File: config.mk
export PLATFORM = sky130hd
export DESIGN_NAME = char_lcd_nibble_write_sequencer_top
export DESIGN_NICKNAME = d
export VERILOG_FILES = /design/src/design/lcdnib_pkg.sv /design/src/design/lcdnib_cfg.sv /design/src/design/lcdnib_seq.sv /design/src/design/lcdnib_dp.sv /design/src/design/char_lcd_nibble_write_sequencer_top.sv
export VERILOG_INCLUDE_DIRS = /design/src /design/src/design
export SDC_FILE = /design/constraint.sdc
export NUM_CORES = 1
export LEC_CHECK = 0
export BUFFER_PORTS_ARGS = -buffer_cell sky130_fd_sc_hd__buf_4
export CORE_ASPECT_RATIO = 0.6
export CORE_MARGIN = 5
export CORE_UTILIZATION = 53
export DETAILED_ROUTE_END_ITERATION = 6
export PLACE_DENSITY = 0.78
export REMOVE_ABC_BUFFERS = 1
export SLEW_MARGIN = 20
export SYNTH_ARGS = -nofsm -noshare
export SYNTH_HDL_FRONTEND = slang
export SYNTH_SLANG_ARGS = --single-unit
File: constraint.sdc
create_clock -name clk -period 3.3 [get_ports clk]
set_input_delay 0.165 -clock clk [delete_from_list [all_inputs] [get_ports clk]]
set_output_delay 0.165 -clock clk [all_outputs]
set_load 0.01 [all_outputs]
File: src/design/assert_macros.svh
// assertion macros shared by the lcd nibble sequencer rtl
`ifndef ASSERT_MACROS_SVH
`define ASSERT_MACROS_SVH

// same-cycle implication, disabled while reset is asserted
`define LCDNIB_ASSERT_IMP(label, clk, rst_n, ante, cons) \
	label: assert property (@(posedge clk) disable iff (!(rst_n)) (ante) |-> (cons)) \
		else $error("lcd nibble sequencer check failed");

// next-cycle implication, disabled while reset is asserted
`define LCDNIB_ASSERT_NXT(label, clk, rst_n, ante, cons) \
	label: assert property (@(posedge clk) disable iff (!(rst_n)) (ante) |=> (cons)) \
		else $error("lcd nibble sequencer check failed");

`endif

File: src/design/lcdnib_pkg.sv
// types, codes and microcode rom of the lcd nibble write sequencer
`default_nettype none
package lcdnib_pkg;

	// request kinds
	localparam logic [2:0] REQ_CMD    = 3'd0;
	localparam logic [2:0] REQ_DATA   = 3'd1;
	localparam logic [2:0] REQ_INIT   = 3'd2;
	localparam logic [2:0] REQ_CLEAR  = 3'd3;
	localparam logic [2:0] REQ_CURSOR = 3'd4;

	// configuration register indexes
	localparam logic [2:0] CFG_POWER_ON = 3'd0;
	localparam logic [2:0] CFG_ENABLE   = 3'd1;
	localparam logic [2:0] CFG_GAP      = 3'd2;
	localparam logic [2:0] CFG_SETTLE   = 3'd3;
	localparam logic [2:0] CFG_CLEAR    = 3'd4;

	// configuration reset values
	localparam logic [15:0] RST_POWER_ON = 16'd20000;
	localparam logic [7:0]  RST_ENABLE   = 8'd1;
	localparam logic [15:0] RST_GAP      = 16'd200;
	localparam logic [15:0] RST_SETTLE   = 16'd2000;
	localparam logic [15:0] RST_CLEAR    = 16'd2000;

	localparam int COLUMNS_DEF = 16;

	// cursor base addresses
	localparam logic [7:0] DDRAM_ROW0 = 8'h80;
	localparam logic [7:0] DDRAM_ROW1 = 8'hC0;

	// microprogram
	localparam int UPC_W = 5;
	localparam logic [UPC_W-1:0] ENT_BYTE   = 5'd0;
	localparam logic [UPC_W-1:0] ENT_INIT   = 5'd2;
	localparam logic [UPC_W-1:0] ENT_CLEAR  = 5'd16;
	localparam logic [UPC_W-1:0] ENT_CURSOR = 5'd20;

	typedef enum logic [1:0] {
		OP_EMIT     = 2'b01,
		OP_EXIT_BAD = 2'b10
	} uop_t;

	typedef enum logic [2:0] {
		SET_GAP   = 3'b001,
		SET_BYTE  = 3'b010,
		SET_CLEAR = 3'b100
	} settle_sel_t;

	typedef struct packed {
		uop_t        op;
		logic        use_req;
		logic        hi;
		logic        wait_pow;
		settle_sel_t settle;
		logic        last;
		logic [7:0]  cbyte;
	} uword_t;

	// control from sequencer to datapath
	typedef struct packed {
		logic   act;
		uword_t w;
	} ctl_t;

	// configuration register file contents
	typedef struct packed {
		logic [15:0] power_on;
		logic [7:0]  enable;
		logic [15:0] gap;
		logic [15:0] settle;
		logic [15:0] clear;
	} cfg_t;

	function automatic uword_t uw(input uop_t op, input logic use_req, input logic hi,
		input logic wait_pow, input settle_sel_t settle, input logic last,
		input logic [7:0] cbyte);
		uword_t r;
		r.op       = op;
		r.use_req  = use_req;
		r.hi       = hi;
		r.wait_pow = wait_pow;
		r.settle   = settle;
		r.last     = last;
		r.cbyte    = cbyte;
		return r;
	endfunction

	// control store: one word per step
	function automatic uword_t ucode_rom(input logic [UPC_W-1:0] a);
		uword_t r;
		case (a)
			// command or data byte
			5'd0:  r = uw(OP_EMIT, 1'b1, 1'b1, 1'b0, SET_GAP,   1'b0, 8'h00);
			5'd1:  r = uw(OP_EMIT, 1'b1, 1'b0, 1'b0, SET_BYTE,  1'b1, 8'h00);
			// power-up init
			5'd2:  r = uw(OP_EMIT, 1'b0, 1'b1, 1'b1, SET_GAP,   1'b0, 8'h33);
			5'd3:  r = uw(OP_EMIT, 1'b0, 1'b0, 1'b0, SET_BYTE,  1'b0, 8'h33);
			5'd4:  r = uw(OP_EMIT, 1'b0, 1'b1, 1'b0, SET_GAP,   1'b0, 8'h32);
			5'd5:  r = uw(OP_EMIT, 1'b0, 1'b0, 1'b0, SET_BYTE,  1'b0, 8'h32);
			5'd6:  r = uw(OP_EMIT, 1'b0, 1'b1, 1'b0, SET_GAP,   1'b0, 8'h28);
			5'd7:  r = uw(OP_EMIT, 1'b0, 1'b0, 1'b0, SET_BYTE,  1'b0, 8'h28);
			5'd8:  r = uw(OP_EMIT, 1'b0, 1'b1, 1'b0, SET_GAP,   1'b0, 8'h0C);
			5'd9:  r = uw(OP_EMIT, 1'b0, 1'b0, 1'b0, SET_BYTE,  1'b0, 8'h0C);
			5'd10: r = uw(OP_EMIT, 1'b0, 1'b1, 1'b0, SET_GAP,   1'b0, 8'h06);
			5'd11: r = uw(OP_EMIT, 1'b0, 1'b0, 1'b0, SET_BYTE,  1'b0, 8'h06);
			5'd12: r = uw(OP_EMIT, 1'b0, 1'b1, 1'b0, SET_GAP,   1'b0, 8'h01);
			5'd13: r = uw(OP_EMIT, 1'b0, 1'b0, 1'b0, SET_CLEAR, 1'b0, 8'h01);
			5'd14: r = uw(OP_EMIT, 1'b0, 1'b1, 1'b0, SET_GAP,   1'b0, 8'h80);
			5'd15: r = uw(OP_EMIT, 1'b0, 1'b0, 1'b0, SET_BYTE,  1'b1, 8'h80);
			// clear and home
			5'd16: r = uw(OP_EMIT, 1'b0, 1'b1, 1'b0, SET_GAP,   1'b0, 8'h01);
			5'd17: r = uw(OP_EMIT, 1'b0, 1'b0, 1'b0, SET_CLEAR, 1'b0, 8'h01);
			5'd18: r = uw(OP_EMIT, 1'b0, 1'b1, 1'b0, SET_GAP,   1'b0, 8'h80);
			5'd19: r = uw(OP_EMIT, 1'b0, 1'b0, 1'b0, SET_BYTE,  1'b1, 8'h80);
			// set cursor: leave early on a bad position
			5'd20: r = uw(OP_EXIT_BAD, 1'b0, 1'b0, 1'b0, SET_GAP, 1'b0, 8'h00);
			5'd21: r = uw(OP_EMIT, 1'b1, 1'b1, 1'b0, SET_GAP,   1'b0, 8'h00);
			5'd22: r = uw(OP_EMIT, 1'b1, 1'b0, 1'b0, SET_BYTE,  1'b1, 8'h00);
			default: r = uw(OP_EMIT, 1'b0, 1'b0, 1'b0, SET_BYTE, 1'b1, 8'h00);
		endcase
		return r;
	endfunction

endpackage
`default_nettype wire

File: src/design/lcdnib_cfg.sv
// configuration register file of the lcd nibble sequencer
`default_nettype none
module lcdnib_cfg
	import lcdnib_pkg::*;
(
	input  wire logic        clk,
	input  wire logic        arst_n,
	input  wire logic        wr,
	input  wire logic [2:0]  index,
	input  wire logic [15:0] data,
	output cfg_t             cfg
);

	cfg_t cfg_q;

	// register writes, unknown indexes ignored
	always_ff @(posedge clk or negedge arst_n) begin
		if (!arst_n) begin
			cfg_q.power_on <= RST_POWER_ON;
			cfg_q.enable   <= RST_ENABLE;
			cfg_q.gap      <= RST_GAP;
			cfg_q.settle   <= RST_SETTLE;
			cfg_q.clear    <= RST_CLEAR;
		end else if (wr) begin
			case (index)
				CFG_POWER_ON: cfg_q.power_on <= data;
				CFG_ENABLE:   cfg_q.enable   <= data[7:0];
				CFG_GAP:      cfg_q.gap      <= data;
				CFG_SETTLE:   cfg_q.settle   <= data;
				CFG_CLEAR:    cfg_q.clear    <= data;
				default: ;
			endcase
		end
	end

	assign cfg = cfg_q;

endmodule
`default_nettype wire

File: src/design/lcdnib_seq.sv
// microprogram sequencer: step counter, control store and exits
`default_nettype none
module lcdnib_seq
	import lcdnib_pkg::*;
(
	input  wire logic       clk,
	input  wire logic       arst_n,
	input  wire logic       load,
	input  wire logic [2:0] req_type,
	input  wire logic       cursor_ok,
	output logic            busy,
	output ctl_t            ctl
);

	logic             busy_q;
	logic [UPC_W-1:0] pc_q;
	logic [UPC_W-1:0] entry;
	logic             go;
	uword_t           w;
	logic             done;

	// entry point of each request kind
	always_comb begin
		entry = ENT_BYTE;
		go    = 1'b1;
		case (req_type)
			REQ_CMD, REQ_DATA: entry = ENT_BYTE;
			REQ_INIT:          entry = ENT_INIT;
			REQ_CLEAR:         entry = ENT_CLEAR;
			REQ_CURSOR:        entry = ENT_CURSOR;
			default:           go    = 1'b0;
		endcase
	end

	assign w    = ucode_rom(pc_q);
	assign done = ((w.op == OP_EXIT_BAD) && !cursor_ok) || ((w.op == OP_EMIT) && w.last);

	// step counter
	always_ff @(posedge clk or negedge arst_n) begin
		if (!arst_n) begin
			busy_q <= 1'b0;
			pc_q   <= '0;
		end else if (load) begin
			busy_q <= go;
			pc_q   <= entry;
		end else if (busy_q) begin
			if (done) begin
				busy_q <= 1'b0;
			end else begin
				pc_q <= pc_q + 1'b1;
			end
		end
	end

	assign busy   = busy_q;
	assign ctl.act = busy_q;
	assign ctl.w   = w;

endmodule
`default_nettype wire

File: src/design/lcdnib_dp.sv
// datapath: request byte latch and strobe output registers
`default_nettype none
module lcdnib_dp
	import lcdnib_pkg::*;
#(
	parameter int COLUMNS = COLUMNS_DEF
) (
	input  wire logic        clk,
	input  wire logic        arst_n,
	input  wire logic        load,
	input  wire logic [2:0]  req_type,
	input  wire logic [7:0]  byte_value,
	input  wire logic [7:0]  cursor_row,
	input  wire logic [7:0]  cursor_column,
	input  wire ctl_t        ctl,
	input  wire cfg_t        cfg,
	output logic             cursor_ok,
	output logic             strobe,
	output logic [3:0]       bus_nibble,
	output logic             register_select,
	output logic [15:0]      wait_before_us,
	output logic [7:0]       pulse_us,
	output logic [16:0]      settle_after_us,
	output logic             last_strobe
);

	logic [7:0]  req_byte_q;
	logic        req_rs_q;
	logic        cursor_ok_q;
	logic        is_cursor;
	logic [7:0]  cur_byte;
	logic [7:0]  src;
	logic [16:0] settle;

	logic        strobe_q;
	logic [3:0]  nib_q;
	logic        rs_q;
	logic [15:0] wait_q;
	logic [7:0]  pulse_q;
	logic [16:0] settle_q;
	logic        last_q;

	// cursor address and position check
	assign is_cursor = (req_type == REQ_CURSOR);
	assign cur_byte  = (cursor_row[0] ? DDRAM_ROW1 : DDRAM_ROW0) + cursor_column;

	// request latch
	always_ff @(posedge clk) begin
		if (load) begin
			req_byte_q  <= is_cursor ? cur_byte : byte_value;
			req_rs_q    <= (req_type == REQ_DATA);
			cursor_ok_q <= (cursor_row[7:1] == 7'd0) && (cursor_column < 8'(COLUMNS));
		end
	end

	assign cursor_ok = cursor_ok_q;

	// strobe fields from the control word
	assign src = ctl.w.use_req ? req_byte_q : ctl.w.cbyte;

	always_comb begin
		case (ctl.w.settle)
			SET_GAP:   settle = {1'b0, cfg.gap};
			SET_BYTE:  settle = {1'b0, cfg.settle};
			SET_CLEAR: settle = {1'b0, cfg.settle} + {1'b0, cfg.clear};
			default:   settle = {1'b0, cfg.gap};
		endcase
	end

	// strobe valid
	always_ff @(posedge clk or negedge arst_n) begin
		if (!arst_n) begin
			strobe_q <= 1'b0;
		end else begin
			strobe_q <= ctl.act && (ctl.w.op == OP_EMIT);
		end
	end

	// strobe payload
	always_ff @(posedge clk) begin
		if (ctl.act && (ctl.w.op == OP_EMIT)) begin
			nib_q    <= ctl.w.hi ? src[7:4] : src[3:0];
			rs_q     <= ctl.w.use_req & req_rs_q;
			wait_q   <= ctl.w.wait_pow ? cfg.power_on : 16'd0;
			pulse_q  <= cfg.enable;
			settle_q <= settle;
			last_q   <= ctl.w.last;
		end
	end

	assign strobe          = strobe_q;
	assign bus_nibble      = nib_q;
	assign register_select = rs_q;
	assign wait_before_us  = wait_q;
	assign pulse_us        = pulse_q;
	assign settle_after_us = settle_q;
	assign last_strobe     = last_q;

endmodule
`default_nettype wire

File: src/design/char_lcd_nibble_write_sequencer_top.sv
// top level of the character lcd 4-bit write sequencer
//
// A request is taken when start is high and busy is low: req_type selects
// command byte, data byte, power-up init, clear-and-home or set cursor.
// A microprogram then steps once per clock, and each step that sends a
// nibble raises strobe for one cycle, in the cycle after the step, with
// bus_nibble, register_select, wait_before_us, pulse_us, settle_after_us
// and last_strobe. The receiver cannot stall: results must be taken as
// they appear. A request sends 2 strobes for a byte, 14 for init and
// 4 for clear; set cursor spends one extra check step before its 2 strobes,
// and stops at that check with no strobe when row or column is out of range.
// Unknown kinds are taken and produce nothing. The next request can be
// taken in the cycle after the last step, set by the single step counter.
// Registers are written over the cfg channel (cfg_ready always high) and
// take effect on later strobes. Reset clears the step counter and restores
// the register reset values; no strobe is shown during reset.
`default_nettype none
`include "assert_macros.svh"
module char_lcd_nibble_write_sequencer_top
	import lcdnib_pkg::*;
#(
	parameter int COLUMNS = COLUMNS_DEF
) (
	input  wire logic        clk,
	input  wire logic        arst_n,
	input  wire logic        start,
	output logic             busy,
	input  wire logic [2:0]  req_type,
	input  wire logic [7:0]  byte_value,
	input  wire logic [7:0]  cursor_row,
	input  wire logic [7:0]  cursor_column,
	input  wire logic        cfg_valid,
	output logic             cfg_ready,
	input  wire logic [2:0]  cfg_index,
	input  wire logic [15:0] cfg_data,
	output logic             strobe,
	output logic [3:0]       bus_nibble,
	output logic             register_select,
	output logic [15:0]      wait_before_us,
	output logic [7:0]       pulse_us,
	output logic [16:0]      settle_after_us,
	output logic             last_strobe
);

	logic load;
	logic cursor_ok;
	ctl_t ctl;
	cfg_t cfg;

	// request transaction
	assign load      = start && !busy;
	assign cfg_ready = 1'b1;

	lcdnib_cfg u_cfg (
		.clk    (clk),
		.arst_n (arst_n),
		.wr     (cfg_valid && cfg_ready),
		.index  (cfg_index),
		.data   (cfg_data),
		.cfg    (cfg)
	);

	lcdnib_seq u_seq (
		.clk       (clk),
		.arst_n    (arst_n),
		.load      (load),
		.req_type  (req_type),
		.cursor_ok (cursor_ok),
		.busy      (busy),
		.ctl       (ctl)
	);

	lcdnib_dp #(
		.COLUMNS (COLUMNS)
	) u_dp (
		.clk             (clk),
		.arst_n          (arst_n),
		.load            (load),
		.req_type        (req_type),
		.byte_value      (byte_value),
		.cursor_row      (cursor_row),
		.cursor_column   (cursor_column),
		.ctl             (ctl),
		.cfg             (cfg),
		.cursor_ok       (cursor_ok),
		.strobe          (strobe),
		.bus_nibble      (bus_nibble),
		.register_select (register_select),
		.wait_before_us  (wait_before_us),
		.pulse_us        (pulse_us),
		.settle_after_us (settle_after_us),
		.last_strobe     (last_strobe)
	);

	// a strobe always comes from a step taken while busy
	`LCDNIB_ASSERT_IMP(a_strobe_from_busy, clk, arst_n, strobe, $past(busy))
	// the final strobe of a request frees the sequencer
	`LCDNIB_ASSERT_IMP(a_last_frees, clk, arst_n, strobe && last_strobe, !busy)
	// unknown request kinds never start the program
	`LCDNIB_ASSERT_NXT(a_bad_kind_idle, clk, arst_n,
		start && !busy && (req_type[2] && (req_type[1:0] != 2'b00)), !busy)

endmodule
`default_nettype wire
==> flow_results.org <==
** Critical path
- Critical Path, Cell by Cell :: nand2_1, mux2i_1, nand2_1, or3b_1, nor2_1, a221o_1
- The worst setup path is captured at a flip-flop.
- Data on the critical path is required at its endpoint by 3.47 ns.
- The critical path is of the flip-flop to flip-flop type.
- Counting cells, the worst reg-to-reg path comes to 6.
- Category of cells accounting for the largest share of critical-path delay :: simple AND/OR/NAND/NOR gates
- The setup check on the worst reg-to-reg path leaves a slack of 0.34 ns.
- STA classifies the critical path startpoint as a flip-flop.
- Together, buffers and inverters on the worst path number 0.
- End of the worst register-to-register path :: u_dp.settle_after_us[4]
- Critical R2R Launch :: u_seq.pc_q[3]
- Worst Path Max Fanout :: 18
- Stage delay of the slowest cell on the critical path :: 0.78 ns
- Library cell contributing the largest single delay on the critical path :: sky130_fd_sc_hd__or3b_1
- Worst endpoint data arrival time :: 3.13 ns
- Among the stages of the critical path, the cell type that occurs most often is sky130_fd_sc_hd__nand2_1.

** Yosys
- The most common cell in the synthesized netlist is sky130_fd_sc_hd__mux2_2.
- Ranked by total cell area, the synthesized netlist is headed by sky130_fd_sc_hd__edfxtp_1 (25%), sky130_fd_sc_hd__dfrtp_1 (22%), sky130_fd_sc_hd__mux2_2 (14%).
- Area share of the leading cell type in the synthesized netlist :: 25.4%
- Number of cells produced by synthesis :: 514
- Leading post-synthesis cells by instance count :: sky130_fd_sc_hd__mux2_2 (82), sky130_fd_sc_hd__dfrtp_1 (58), sky130_fd_sc_hd__edfxtp_1 (57)
- The share of the Yosys chip area taken by registers is 55.1%.
- Count of unique library cells instantiated by Yosys :: 62
- Yosys top cell by area :: sky130_fd_sc_hd__edfxtp_1
- Dominant register cell in the synthesized netlist :: sky130_fd_sc_hd__dfrtp_1
- YS warnings :: 0
- FFs w/ async S/R, synth :: 58.1%
- Synth Area per Inst :: 13.1 um^2
- Number of enable-type register cells in the synthesized netlist :: 57
- Synthesized flop and latch total :: 136
- Mapped cell area :: 6740 um^2

** GRT
- In the global route stage, overall resource usage came out at 21.8%.
- The first global-routing pass estimated 25400 um of wire.
- In this run the most used layer during global routing was met1.
- GR Layer Usage met1 :: 33.1%
- The number of antenna violations at the first check in global routing came to 0.
- Entering global routing, the biggest net connects 80 pins.
- Global routing consumed, on the met3 layer, 5.12% of the routing resources.
- For met2 alone, demand over resource in global routing was 30.5%.
- The via count of the first global-routing pass came to 4647.
- Remaining Overflow, GRT :: 0

** Route
- In the routed design, unresolved DRC markers number 0.
- The routed layout has 4699 vias.
- Dividing the detail-routed wire length by the instance count gives 20.3 um.
- Initial drt markers :: 508
- Dividing the detail-routed via count by the number of cells gives 5.87.
- Number of nets still failing antenna checks after routing :: 0
- Final wirelength :: 16300 um
- Total iterations of the first detailed-routing run :: 5

** STA
- Portion of the clock cycle consumed by the worst path in the final layout :: 89.7%
- Worst-margin pin slew :: 0.970 ns
- Setup violations remaining at the end of the flow were counted as 0.
- Measured against its own limit, the worst slew margin works out to 35.2%.
- Static timing analysis puts the maximum clock frequency at 338 MHz.
- Min cycle time layout :: 2.96 ns
- Hold Vio Cnt, Final :: 0
- Across all hold checks on the routed design, the worst slack comes to 0.00876 ns.
- Setup clock skew after layout :: 0.00983 ns
- Setup repair after global routing left no endpoint under its margin.
- Final number of max-transition violations :: 0
- Adding up every negative setup slack in the final design gives 0 ns.

** Flow run
- The tool flagged a number of max-cap violations equal to 0.

** Floorplanning
- In this run the vertical extent of the chip is 97.4 um.
- Once the floorplan was initialized, standard cells occupied 55.0% of the core.
- The core region is 12300 um^2.
- The floorplan has 31 rows.
- The die is 156 um wide.
- Ports :: 100
- Total die area :: 15100 um^2

** Clock network
- The tree is rooted in a sky130_fd_sc_hd__clkbuf_16.
- At the later pin of the worst-skew pair, clock insertion delay measures 0.43 ns.
- CTS sink cnt :: 136
- TritonCTS clock tree :: built
- The longest clock path from root to sink contains 2 buffers.
- Cells resized by post-CTS repair :: 0
- Clock tree synthesis inserted a total of 17 buffers.
- H-tree depth :: 4
- Clock-pin slew was measured on the worst setup and hold paths at 0.07 ns.

** Layout
- FILL cells :: 938
- Registers take 3710 um^2.
- In the final layout, the multi-input gates occupy 2880 um^2.
- Cells with a size suffix above 1 make up 41.9% of the layout.
- The area growth from synthesis to layout is 22.8%.
- # diodes :: 0
- Final-stage net count :: 700

** Power and ir drop
- IR analysis of the VDD net gives a maximum drop of 0.000383 V.
- Summing internal, switching and leakage power gives 8.14 mW.
- The analysis attributes to cell leakage a power of 3.46 nW.
- Power spread over the standard cell area amounts to 984 nW/um^2.

** Placed design
- Input and output buffers added on the ports amount to 98.
- Sum of net half-perimeters after detailed placement :: 11600 um
- The congestion estimate from routability-driven global placement came to 0.896.

** Worst hold path
- The worst hold path was traced through 2 stages.
- The worst hold path terminates at u_cfg.cfg[32].
- Worst min-delay path category :: primary input to flip-flop
- Critical hold path startpoint :: cfg_data[0]

** Outcome
- The flow ran to the end, and the final reports show no timing, DRC or antenna violations.
## cells by family (layout without fill, tap and decap cells)
group           after synthesis  count (layout)  synth area share [%]
flops                       136             136                  55.1
simple gates                126             126                  9.91
compound gates               89              89                  10.5
mux                          89              89                  14.8
buf+inv                      30             151                  2.23
fa+ha+maj                    28              28                  5.31
xor+xnor                     15              15                  2.06
other cells                   1               1                0.0556
## per-layer routing
metal	share of wire, %	vias up
li1	-	2137
met2	43	191
met5	0	-
met1	48	2347
met3	7.0	24
met4	1.3	0
## sequential cells by signal, summed over array words and instances, names as in the netlist, 4 cells and up
| signal | count |
|---|---|
| u_cfg.cfg | 72 |
| u_dp.bus_nibble | 4 |
| u_dp.pulse_us | 8 |
| u_dp.req_byte_q | 8 |
| u_dp.settle_after_us | 17 |
| u_dp.wait_before_us | 16 |
| u_seq.pc_q | 5 |
## worst max-delay path by stage
| stage | from | end | slack, ns | cells after the start |
|---|---|---|---|---|
| floorplan | u_seq.pc_q[1] | u_dp.bus_nibble[0] | 0.75 | 7 |
| global placement | u_seq.pc_q[3] | u_dp.settle_after_us[10] | 0.51 | 6 |
| detailed placement | u_seq.pc_q[3] | u_dp.settle_after_us[4] | 0.43 | 6 |
| CTS | u_seq.pc_q[3] | u_dp.settle_after_us[4] | 0.40 | 6 |
| global route | u_seq.pc_q[3] | u_dp.settle_after_us[4] | 0.20 | 6 |
| finish | u_seq.pc_q[3] | u_dp.settle_after_us[4] | 0.34 | 6 |
## where the power goes
group	total (mW)	switching, mW	internal (mW)	leakage [nW]
Clock	1.92	0.836	1.09	0.294
Sequential	2.91	0.363	2.55	1.48
Combinational	3.31	1.83	1.47	1.69
## final cells by class
type                       instances  share of cell area (%)
clock buffer                      17                    5.14
clock inverter                    15                    2.10
inverter                           9                   0.408
multi-input combinational        348                    34.8
sequential                       136                    44.9
tap                              165                    2.50
timing repair buffer             110                    10.1
## cell usage in the layout (no fill, tap or decap), drive strengths merged, types with 16 or more instances in the layout
master | synthesis | final
dfstp | 21 | 21
clkbuf | 11 | 17
and2 | 25 | 25
nand2 | 33 | 33
o21ai | 16 | 16
a21oi | 19 | 19
ha | 27 | 27
inv | 9 | 20
edfxtp | 57 | 57
nor2 | 30 | 30
dfrtp | 58 | 58
mux2 | 83 | 83
buf | 10 | 107
## timing repair
item,4_1_cts,5_1_grt
hold buffers,3,0
endpoints found under the hold margin,63,0
setup buffers,0,0
setup endpoints to repair,0,0
## through the flow
| stage | area [um^2] | cells | setup slack (ns) | util, % |
|---|---|---|---|---|
| detailed placement | 7640 | 765 | 0.432 | 62.3 |
| finish | 8270 | 800 | 0.338 | 67.5 |
| global placement | 7640 | 765 | 0.512 | 62.3 |
| global route | 8270 | 800 | 0.200 | 67.5 |
| floorplan | 6620 | 493 | 0.752 | - |
| CTS | 8270 | 800 | 0.395 | 67.5 |
No activity file was read; power rests on OpenSTA's default activity.
